$ cat src/lcpe_pkg.sv
`timescale 1ns / 1ps

package lcpe_pkg;

    localparam int NUM_LEDS    = 20;
    localparam int RESET_SLOTS = 50;

    localparam int FRAME_BYTES = 3 * NUM_LEDS;
    localparam int DATA_SLOTS  = 8 * FRAME_BYTES;
    localparam int TOTAL_SLOTS = DATA_SLOTS + RESET_SLOTS;

    // fixed field widths
    localparam int KIND_W  = 2;
    localparam int INDEX_W = 6;
    localparam int BYTE_W  = 8;
    localparam int TICK_W  = 7;
    localparam int CFG_IDX_W  = 1;
    localparam int CFG_DATA_W = 1;

    localparam int ADDR_W = (FRAME_BYTES > 1) ? $clog2(FRAME_BYTES) : 1;
    localparam int SLOT_W = $clog2(TOTAL_SLOTS + 1);

    localparam logic [TICK_W-1:0] SLOW_PERIOD = TICK_W'(105);
    localparam logic [TICK_W-1:0] SLOW_T0H    = TICK_W'(21);
    localparam logic [TICK_W-1:0] SLOW_T1H    = TICK_W'(50);
    localparam logic [TICK_W-1:0] FAST_PERIOD = TICK_W'(60);
    localparam logic [TICK_W-1:0] FAST_T0H    = TICK_W'(12);
    localparam logic [TICK_W-1:0] FAST_T1H    = TICK_W'(29);

    typedef enum logic [KIND_W-1:0] {
        KIND_WRITE = 2'd0,
        KIND_START = 2'd1,
        KIND_TICK  = 2'd2,
        KIND_NONE  = 2'd3
    } kind_t;

    typedef enum logic [CFG_IDX_W-1:0] {
        CFG_FAST_MODE       = 1'b0,
        CFG_INVERT_POLARITY = 1'b1
    } cfg_index_t;

    typedef enum logic [2:0] {
        ST_IDLE  = 3'b001,
        ST_APPLY = 3'b010,
        ST_LEVEL = 3'b100
    } state_t;

endpackage

$ cat src/lcpe_ram.sv
`timescale 1ns / 1ps

module lcpe_ram #(
    parameter int WIDTH = 8,
    parameter int DEPTH = 64
) (
    input  logic                             clk,
    input  logic                             we,
    input  logic [$clog2(DEPTH > 1 ? DEPTH : 2)-1:0] waddr,
    input  logic [WIDTH-1:0]                 wdata,
    input  logic [$clog2(DEPTH > 1 ? DEPTH : 2)-1:0] raddr,
    output logic [WIDTH-1:0]                 rdata
);

    logic [WIDTH-1:0] mem [DEPTH];

    always_ff @(posedge clk)
    begin
        if (we)
        begin
            mem[waddr] <= wdata;
        end
        rdata <= mem[raddr];
    end

endmodule

$ cat src/led_chain_pulse_encoder.sv
`timescale 1ns / 1ps

// Serial transmitter for a WS2811 LED chain. Each item (write color byte,
// start frame, or one timer tick) goes through accept, frame store update
// and read, then level evaluation from the registered read data; busy is
// high in the apply and level states and done pulses for one cycle with
// line_level and ready_res. The frame store needs no clearing pass: per-byte
// valid bits make unwritten bytes read as zero right after reset. done cannot
// be stalled; the receiver must take every result in its strobe cycle.
module led_chain_pulse_encoder (
    input  logic                           clk,
    input  logic                           rst_n,
    input  logic                           start,
    output logic                           busy,
    output logic                           done,
    input  logic [lcpe_pkg::KIND_W-1:0]    kind,
    input  logic [lcpe_pkg::INDEX_W-1:0]   byte_index,
    input  logic [lcpe_pkg::BYTE_W-1:0]    color_byte,
    output logic                           line_level,
    output logic                           ready_res,
    input  logic                           cfg_we,
    input  logic [lcpe_pkg::CFG_IDX_W-1:0] cfg_index,
    input  logic [lcpe_pkg::CFG_DATA_W-1:0] cfg_data
);

    lcpe_pkg::state_t state_reg, state_next;

    // latched item
    logic [lcpe_pkg::KIND_W-1:0]  kind_reg;
    logic [lcpe_pkg::INDEX_W-1:0] idx_reg;
    logic [lcpe_pkg::BYTE_W-1:0]  color_reg;

    // configuration
    logic fast_mode_reg;
    logic invert_reg;

    // frame sequencer
    logic                          active_reg, active_next;
    logic [lcpe_pkg::SLOT_W-1:0]   slot_reg, slot_next;
    logic [lcpe_pkg::TICK_W-1:0]   tick_reg, tick_next;
    logic [lcpe_pkg::FRAME_BYTES-1:0] valid_reg, valid_next;

    // position whose level is reported
    logic                          lvl_active_reg, lvl_active_next;
    logic [lcpe_pkg::SLOT_W-1:0]   lvl_slot_reg, lvl_slot_next;
    logic [lcpe_pkg::TICK_W-1:0]   lvl_tick_reg, lvl_tick_next;
    logic                          rd_valid_reg, rd_valid_next;

    logic done_reg, level_reg, ready_reg;
    logic done_next, level_next, ready_next;

    logic                          ram_we;
    logic [lcpe_pkg::ADDR_W-1:0]   ram_waddr, ram_raddr;
    logic [lcpe_pkg::BYTE_W-1:0]   ram_rdata;
    logic [lcpe_pkg::TICK_W-1:0]   period;
    logic [lcpe_pkg::TICK_W-1:0]   high_ticks;
    logic [2:0]                    bit_sel;
    logic                          data_bit;
    logic                          raw_level;
    logic [lcpe_pkg::SLOT_W-1:0]   slot_inc;
    logic                          accept;

    assign accept = start && !busy;
    assign busy   = (state_reg != lcpe_pkg::ST_IDLE);
    assign done       = done_reg;
    assign line_level = level_reg;
    assign ready_res  = ready_reg;

    assign period   = fast_mode_reg ? lcpe_pkg::FAST_PERIOD : lcpe_pkg::SLOW_PERIOD;
    assign slot_inc = slot_reg + lcpe_pkg::SLOT_W'(1);

    assign ram_waddr = lcpe_pkg::ADDR_W'(idx_reg);
    assign ram_raddr = lcpe_pkg::ADDR_W'(lvl_slot_next >> 3);

    lcpe_ram #(
        .WIDTH (lcpe_pkg::BYTE_W),
        .DEPTH (lcpe_pkg::FRAME_BYTES)
    ) u_frame_ram (
        .clk   (clk),
        .we    (ram_we),
        .waddr (ram_waddr),
        .wdata (color_reg),
        .raddr (ram_raddr),
        .rdata (ram_rdata)
    );

    // apply step: update counters and store, pick the position to report
    always_comb
    begin
        active_next     = active_reg;
        slot_next       = slot_reg;
        tick_next       = tick_reg;
        valid_next      = valid_reg;
        lvl_active_next = lvl_active_reg;
        lvl_slot_next   = lvl_slot_reg;
        lvl_tick_next   = lvl_tick_reg;
        ram_we          = 1'b0;

        if (state_reg == lcpe_pkg::ST_APPLY)
        begin
            lvl_active_next = active_reg;
            lvl_slot_next   = slot_reg;
            lvl_tick_next   = tick_reg;
            case (kind_reg)
                lcpe_pkg::KIND_TICK:
                begin
                    if (active_reg)
                    begin
                        // level is taken before the counters advance
                        if (tick_reg >= period)
                        begin
                            tick_next = '0;
                            if (slot_inc >= lcpe_pkg::SLOT_W'(lcpe_pkg::TOTAL_SLOTS))
                            begin
                                active_next = 1'b0;
                                slot_next   = '0;
                            end
                            else
                            begin
                                slot_next = slot_inc;
                            end
                        end
                        else
                        begin
                            tick_next = tick_reg + lcpe_pkg::TICK_W'(1);
                        end
                    end
                end
                lcpe_pkg::KIND_WRITE:
                begin
                    if (!active_reg &&
                        (32'(idx_reg) < lcpe_pkg::FRAME_BYTES))
                    begin
                        ram_we = 1'b1;
                        valid_next[ram_waddr] = 1'b1;
                    end
                end
                lcpe_pkg::KIND_START:
                begin
                    if (!active_reg)
                    begin
                        active_next     = 1'b1;
                        slot_next       = '0;
                        tick_next       = '0;
                        lvl_active_next = 1'b1;
                        lvl_slot_next   = '0;
                        lvl_tick_next   = '0;
                    end
                end
                default:
                begin
                end
            endcase
        end
    end

    // valid bit of the byte read in the apply step
    always_comb
    begin
        rd_valid_next = rd_valid_reg;
        if (state_reg == lcpe_pkg::ST_APPLY)
        begin
            rd_valid_next = (32'(ram_raddr) < lcpe_pkg::FRAME_BYTES) ?
                            valid_reg[ram_raddr] : 1'b0;
        end
    end

    // level step: evaluate the bit from the registered read data
    always_comb
    begin
        bit_sel    = 3'd7 - lvl_slot_reg[2:0];
        data_bit   = rd_valid_reg && ram_rdata[bit_sel];
        high_ticks = data_bit ?
                     (fast_mode_reg ? lcpe_pkg::FAST_T1H : lcpe_pkg::SLOW_T1H) :
                     (fast_mode_reg ? lcpe_pkg::FAST_T0H : lcpe_pkg::SLOW_T0H);
        raw_level  = lvl_active_reg &&
                     (lvl_slot_reg < lcpe_pkg::SLOT_W'(lcpe_pkg::DATA_SLOTS)) &&
                     (lvl_tick_reg < high_ticks);
        done_next  = (state_reg == lcpe_pkg::ST_LEVEL);
        level_next = done_next ? (raw_level ^ invert_reg) : level_reg;
        ready_next = done_next ? !active_reg : ready_reg;
    end

    always_comb
    begin
        state_next = state_reg;
        unique case (state_reg)
            lcpe_pkg::ST_IDLE:
            begin
                if (accept)
                begin
                    state_next = lcpe_pkg::ST_APPLY;
                end
            end
            lcpe_pkg::ST_APPLY: state_next = lcpe_pkg::ST_LEVEL;
            lcpe_pkg::ST_LEVEL: state_next = lcpe_pkg::ST_IDLE;
            default:            state_next = lcpe_pkg::ST_IDLE;
        endcase
    end

    always_ff @(posedge clk or negedge rst_n)
    begin
        if (!rst_n)
        begin
            state_reg      <= lcpe_pkg::ST_IDLE;
            fast_mode_reg  <= 1'b0;
            invert_reg     <= 1'b0;
            active_reg     <= 1'b0;
            slot_reg       <= '0;
            tick_reg       <= '0;
            valid_reg      <= '0;
            lvl_active_reg <= 1'b0;
            lvl_slot_reg   <= '0;
            lvl_tick_reg   <= '0;
            rd_valid_reg   <= 1'b0;
            done_reg       <= 1'b0;
            level_reg      <= 1'b0;
            ready_reg      <= 1'b1;
        end
        else
        begin
            state_reg      <= state_next;
            active_reg     <= active_next;
            slot_reg       <= slot_next;
            tick_reg       <= tick_next;
            valid_reg      <= valid_next;
            lvl_active_reg <= lvl_active_next;
            lvl_slot_reg   <= lvl_slot_next;
            lvl_tick_reg   <= lvl_tick_next;
            rd_valid_reg   <= rd_valid_next;
            done_reg       <= done_next;
            level_reg      <= level_next;
            ready_reg      <= ready_next;
            if (cfg_we)
            begin
                unique case (cfg_index)
                    lcpe_pkg::CFG_FAST_MODE:       fast_mode_reg <= cfg_data[0];
                    lcpe_pkg::CFG_INVERT_POLARITY: invert_reg    <= cfg_data[0];
                    default:
                    begin
                    end
                endcase
            end
        end
    end

    always_ff @(posedge clk)
    begin
        if (accept)
        begin
            kind_reg  <= kind;
            idx_reg   <= byte_index;
            color_reg <= color_byte;
        end
    end

endmodule

$ cat config.mk
export PLATFORM = sky130hd
export DESIGN_NAME = led_chain_pulse_encoder
export DESIGN_NICKNAME = d
export VERILOG_FILES = /design/src/lcpe_pkg.sv /design/src/lcpe_ram.sv /design/src/led_chain_pulse_encoder.sv
export SDC_FILE = /design/constraint.sdc
export NUM_CORES = 1
export LEC_CHECK = 0
export ABC_CLOCK_PERIOD_IN_PS = 4110
export BUFFER_PORTS_ARGS = -buffer_cell sky130_fd_sc_hd__buf_2
export CELL_PAD_IN_SITES_DETAIL_PLACEMENT = 0
export CELL_PAD_IN_SITES_GLOBAL_PLACEMENT = 1
export CORE_MARGIN = 2
export CORE_UTILIZATION = 53
export DETAILED_ROUTE_END_ITERATION = 7
export GPL_TIMING_DRIVEN = 0
export PLACE_DENSITY = 0.85
export SETUP_SLACK_MARGIN = 0.3
export SLEW_MARGIN = 20
export SYNTH_ARGS = -nofsm -noshare
export SYNTH_HDL_FRONTEND = slang
export SYNTH_SLANG_ARGS = --single-unit
$ cat constraint.sdc
create_clock -name clk -period 4.11 [get_ports clk]
set_clock_uncertainty 0.1 [all_clocks]
set_input_delay 0.411 -clock clk [delete_from_list [all_inputs] [get_ports clk]]
set_output_delay 0.411 -clock clk [all_outputs]
set_load 0.02 [all_outputs]
Yosys cells after proc, flatten, opt, wreduce, memory -nomap -nowiden
Memory sizes are Yosys's and may differ from the RTL's. A register that Yosys moved wholly into a read port is not among the register bits.
Index checks and enable logic that the tools add are counted.
{"block": "word_totals", "inputBits": 22, "mem_bits_rw": 480, "mem_bits_ro": 0, "mem_count": 1, "latch_bits": 0, "ff_bits": 121}
{"memory": "u_frame_ram.mem", "depth": 60, "word_bits": 8, "read_ports": 1, "rd_ports_with_merged_regs": 1, "wr": 1, "line": "lcpe_ram.sv:15", "rtl": "logic [WIDTH-1:0] mem [DEPTH];"}
{"block": "op_classes", "reduce_logical": 16, "eq_ne": 9, "mul": 0, "n_bitwise": 3, "div_mod_pow": 0, "magnitude_cmp": 10, "muxes": 35, "n_addsub": 3, "shifts": 0}
{"operator": "$or 60x60->60", "n": 1}
{"operator": "$mux 10", "n": 5}
{"operator": "$mux 7", "n": 5}
{"operator": "$pmux 10 s2", "n": 1}
{"operator": "$lt 6x7->1 const B", "n": 2}
{"operator": "$pmux 7 s2", "n": 1}
{"operator": "$mux 1", "n": 13}
{"operator": "$lt 6x6->1 const B", "n": 2}
{"operator": "$mux 6", "n": 2}
{"operator": "$add 10x1->10 const B", "n": 1}
{"operator": "$ge 10x10->1 const B", "n": 1}
{"operator": "$lt 10x9->1 const B", "n": 1}
{"operator": "$mux 9", "n": 1}
{"operator": "$add 7x1->7 const B", "n": 1}
{"operator": "$ge 7x7->1", "n": 1}
{"operator": "$lt 7x6->1", "n": 1}
{"operator": "$bmux 1 s6", "n": 1}
{"operator": "$demux 1 s6", "n": 1}
{"operator": "$ge 6x1->1 const B", "n": 1}
{"operator": "$logic_and 1x1->1", "n": 6}
{"operator": "$ne 2x2->1 const B", "n": 3}
{"operator": "$pmux 3 s2", "n": 1}
{"operator": "$reduce_and 2->1", "n": 3}
{"operator": "$reduce_and 3->1", "n": 2}
{"operator": "other kinds (18)", "n": 19}

Depth between registers and ports, before layout
{"block": "depth", "word_depth": 8, "ltp_mapped": 17, "ltp_nobuf": 12}

Hierarchy
A second synthesis with hierarchy kept.
{"block": "unflattened", "cells_unflattened": 1482, "area_unflattened_um2": 25125.3}
{"module": "lcpe_ram", "instances": 1, "area_each_um2": 19239.7, "cells_per_inst": 925, "seq_area_each_um2": 14574.0}
{"module": "led_chain_pulse_encoder", "instances": 1, "area_each_um2": 5885.6, "cells_per_inst": 557, "seq_area_each_um2": 3110.5}

Worst setup path before layout
Ideal clock, no wire load.
{"block": "synth_timing", "path_kind": "flip-flop to flip-flop", "startpoint": "reg kind_reg[1] (netlist name)", "endpoint": "reg u_frame_ram.rdata[4], read port of u_frame_ram.mem", "setup_ns": 0.127, "slack_ns": 1.271, "path_stages_with_launch": 13, "path_buffers": 2, "t_arrival_ns": 2.612, "path_cell_list": "edfxtp_1 inv_1 ha_1 clkbuf_1 nor2b_1 or3_1 o21ai_1 nand2_1 clkbuf_1 a21oi_1 a2111oi_0 a211oi_1 or3_1"}
{"block": "synth_between", "elab_chain_cells": 3}
{"element": "from (decl)", "line": "led_chain_pulse_encoder.sv:29", "rtl": "logic [lcpe_pkg::KIND_W-1:0] kind_reg;"}
{"element": "from (signal assigned)", "line": "led_chain_pulse_encoder.sv:251", "rtl": "kind_reg <= kind;"}
{"element": "$eq 2x1->1", "line": "led_chain_pulse_encoder.sv:104", "rtl": "case (kind_reg)"}
{"element": "$mux 10", "line": "led_chain_pulse_encoder.sv:104"}
{"element": "$mux 9", "line": "led_chain_pulse_encoder.sv:99", "rtl": "if (state_reg == lcpe_pkg::ST_APPLY)"}
{"element": "to (decl)", "line": "lcpe_ram.sv:12", "rtl": "output logic [WIDTH-1:0] rdata"}
Every way passes these cells.
A chain may end at the register's enable or synchronous reset.

Worst setup path after layout
{"block": "layout_timing", "startpoint": "reg state_reg[2]", "endpoint": "reg u_frame_ram.rdata[6], read port of u_frame_ram.mem"}
{"block": "layout_between", "elab_chain_cells": 2}
{"element": "from (decl)", "line": "led_chain_pulse_encoder.sv:26", "rtl": "lcpe_pkg::state_t state_reg, state_next;"}
{"element": "from (signal assigned)", "line": "led_chain_pulse_encoder.sv:205", "rtl": "state_reg <= lcpe_pkg::ST_IDLE;"}
{"element": "from (signal assigned)", "line": "led_chain_pulse_encoder.sv:222", "rtl": "state_reg <= state_next;"}
{"element": "$eq 3x2->1", "line": "led_chain_pulse_encoder.sv:99"}
{"element": "$mux 9", "line": "led_chain_pulse_encoder.sv:99"}
Every way passes these cells.

==> results.yml <==
critical_path:
  worst_r2r_path_depth: 10
  worst-r2r-setup-slack_ps: 370
  critPathCaptureType: "register"
  required_ps: 4540
  r2r-start: "state_reg[2]"
  cp_max_fo: 10
  start_kind: "register"
  reg2reg_to: "u_frame_ram.rdata[6]"
  worstSetupPathType: "reg2reg"
  cp.arrival_ps: 4170
place:
  gp_congestion: 0.939
  portBuffers: 25
  dp_hpwl_um: 47200
  place_area_um2: 25900
run:
  maxCapViolCount: 0
route:
  antenna_left: 0
  wl_met3_um: 9080
  num_vias: 16391
  wl_met2_um: 32400
  drt_iter0_markers: 2748
  viasPerCell: 6.39
  detail_route.wirelength.met1_um: 26800
  drc: 0
  wirelength_um: 72200
  highest_layer: "met5"
  wl_per_cell_um: 28.2
  dr.pass1.iters: 8
synth:
  synth_edf_count: 496
  async_reset_ff_frac: 0.172
  synth_top_flop_cell: "edfxtp_1"
  yosysUniqueCellTypes: 68
  syn_area_per_cell_um2: 13.8
  syn_nets: 1819
  syn-instance-count: 1781
  ys_ff_latch: 609
  yosysSeqAreaShare: 0.718
  synth_area_um2: 24600
  ys_warn_count: 0
min_path:
  min-delay-start: "cfg_index"
  min_path_type: "in2reg"
  hold_end: "invert_reg"
  min_path_cells: 3
timing:
  hold_viol: 0
  rsz0062_at_grt: "true"
  fmax_ghz: 0.267
  finalMaxSlewViolations: 0
  setup_viol: 0
  setup_tns_ps: 0
  worst_pin_slew_ps: 1230
  relSlewSlack: 0.177
  period_needed_ps: 3740
  min_period_over_period: 0.911
clock_network:
  clock_path_buffers: 3
  cts_root_buf: "clkbuf_16"
  insertion_delay_ps: 650
  cts_sinks: 609
  cts_tree: "yes"
  htree_num_levels: 2
  cts_inserted_buffers: 59
  clkTransAtPathRegs_ps: 60
global_routing:
  grt_overflow_total: 0
  grt_usage: 0.304
  antenna_found_initial: 1
  grt_pass1_vias: 15810
  grt_max_degree: 61
  grt_pass1_wl_um: 104000
layout:
  nNetsFinal: 1945
  final_common_cell: "edfxtp_1"
  fillers: 3438
  drive_gt1_frac: 0.199
  syn2layout_area_growth_pct: 16.1
  final_area_um2: 28600
  largest_reg_flops: 480
  final_cell_mix: "496 x edfxtp_1, 338 x nand2_1, 103 x dfrtp_1, 76 x nand3_1"
die:
  die_h_um: 220
  die_area_um2: 48200
  die_x_um: 220
  start_util: 0.533
  rows: 79
  core_area_um2: 46300
  ios: 26
status:
  status: "completed"
power_and_ir_drop:
  leakage_nw: 10.3
  power_density_nw_per_um2: 483
  vdd_ir_drop_max_mv: 0.410
## how the worst max path moves through the flow
stage | startpoint | end | slack (ps) | depth (start not counted)
final | state_reg[2] | u_frame_ram.rdata[6] | 370 | 10
after global routing | state_reg[2] | u_frame_ram.mem[44][6] | 220 | 7
after CTS | state_reg[2] | u_frame_ram.mem[17][0] | 50 | 7
after detailed placement | kind_reg[1] | u_frame_ram.rdata[5] | -430 | 12
after global placement | state_reg[2] | u_frame_ram.rdata[6] | -740 | 10
after floorplan | kind_reg[1] | u_frame_ram.rdata[4] | 1270 | 12
## cell usage after synthesis, types with 7 or more instances
master,number,area [µm²]
a31oi_1,34,213
mux2i_1,21,210
a211oi_1,47,353
a22oi_1,11,82.6
and3_1,51,319
a21oi_1,52,260
a2111oi_0,18,158
nor3_1,15,75.1
inv_1,17,63.8
nand2b_1,7,43.8
mux4_2,34,766
nand4_1,8,50.1
dfrtp_1,103,2580
dfxtp_1,8,160
and2_1,7,43.8
edfxtp_1,496,14900
ha_1,16,200
o211ai_1,7,52.6
a311oi_1,33,289
nor2b_1,8,50.1
nand3_1,77,385
o21ai_0,23,115
or2_2,61,382
o22ai_1,10,62.6
clkbuf_1,52,195
buf_2,38,190
buf_1,11,41.3
a32oi_1,9,78.8
nand2_1,341,1280
a21o_1,7,52.6
nor2_1,80,300
## per-layer routing
metal,GRT usage,vias up
met4,0.146,2
li1,-,6965
met3,0.0765,237
met5,0,-
met2,0.464,1122
met1,0.410,8065
## worst max-delay path: stages, from the launching register on
cell       delay, ps
dfrtp_1          390
or3b_4           440
buf_2            200
nand3b_1         110
o21ai_2          280
nand2_1          190
clkbuf_1         500
a21oi_1          120
a2111oi_2        690
a22oi_1          290
a211o_1          340
## cell families after synthesis
group | after synthesis | share of synthesized area
simple gates | 678 | 0.126
flops | 609 | 0.718
compound gates | 288 | 0.0824
buf+inv | 130 | 0.0241
mux | 57 | 0.0405
fa+ha+maj | 16 | 0.00812
xor+xnor | 3 | 0.00107
## power breakdown
part | switching [mW] | leakage [nW] | total, mW | internal, mW
logic | 0.665 | 3.37 | 0.988 | 0.322
clock network | 2.39 | 0.973 | 5.58 | 3.19
registers | 0.196 | 5.97 | 7.26 | 7.07
total | 3.25 | 10.3 | 13.8 | 10.6
## timing repair
action / CTS / global route
setup buffers: 0 / 1
gates resized for setup: 73 / 71
setup endpoints to repair: 549 / 461
pin swaps: 0 / 2
hold buffers: 21 / 0
hold endpoints to repair: 64 / 0
## per-stage QoR
stage | hold WS, ps | setup WS (ps) | utilization | cells | power, mW
detailed placement | 278 | -427 | 0.560 | 2431 | 8.28
CTS | 27.3 | 51.1 | 0.613 | 2563 | 13.8
finish | 38.6 | 367 | 0.618 | 2565 | 13.8
global route | 58.5 | 222 | 0.618 | 2564 | 14.2
floorplan | 15.4 | 1270 | - | 1781 | 7.78
global placement | 343 | -739 | 0.552 | 2413 | 8.14
## final cells by class
class	instances	area, µm²	area share
diodes	1	2.50	0.0000875
flip-flops and latches	609	17700	0.618
plain buffers	109	541	0.0189
well taps	607	759	0.0265
inverters	21	83.8	0.00293
multi-input cells	1042	6860	0.240
repair buffers	65	694	0.0243
clock buffers	71	1540	0.0539
clock inverters	40	443	0.0155
(Power assumes the default switching activity.)
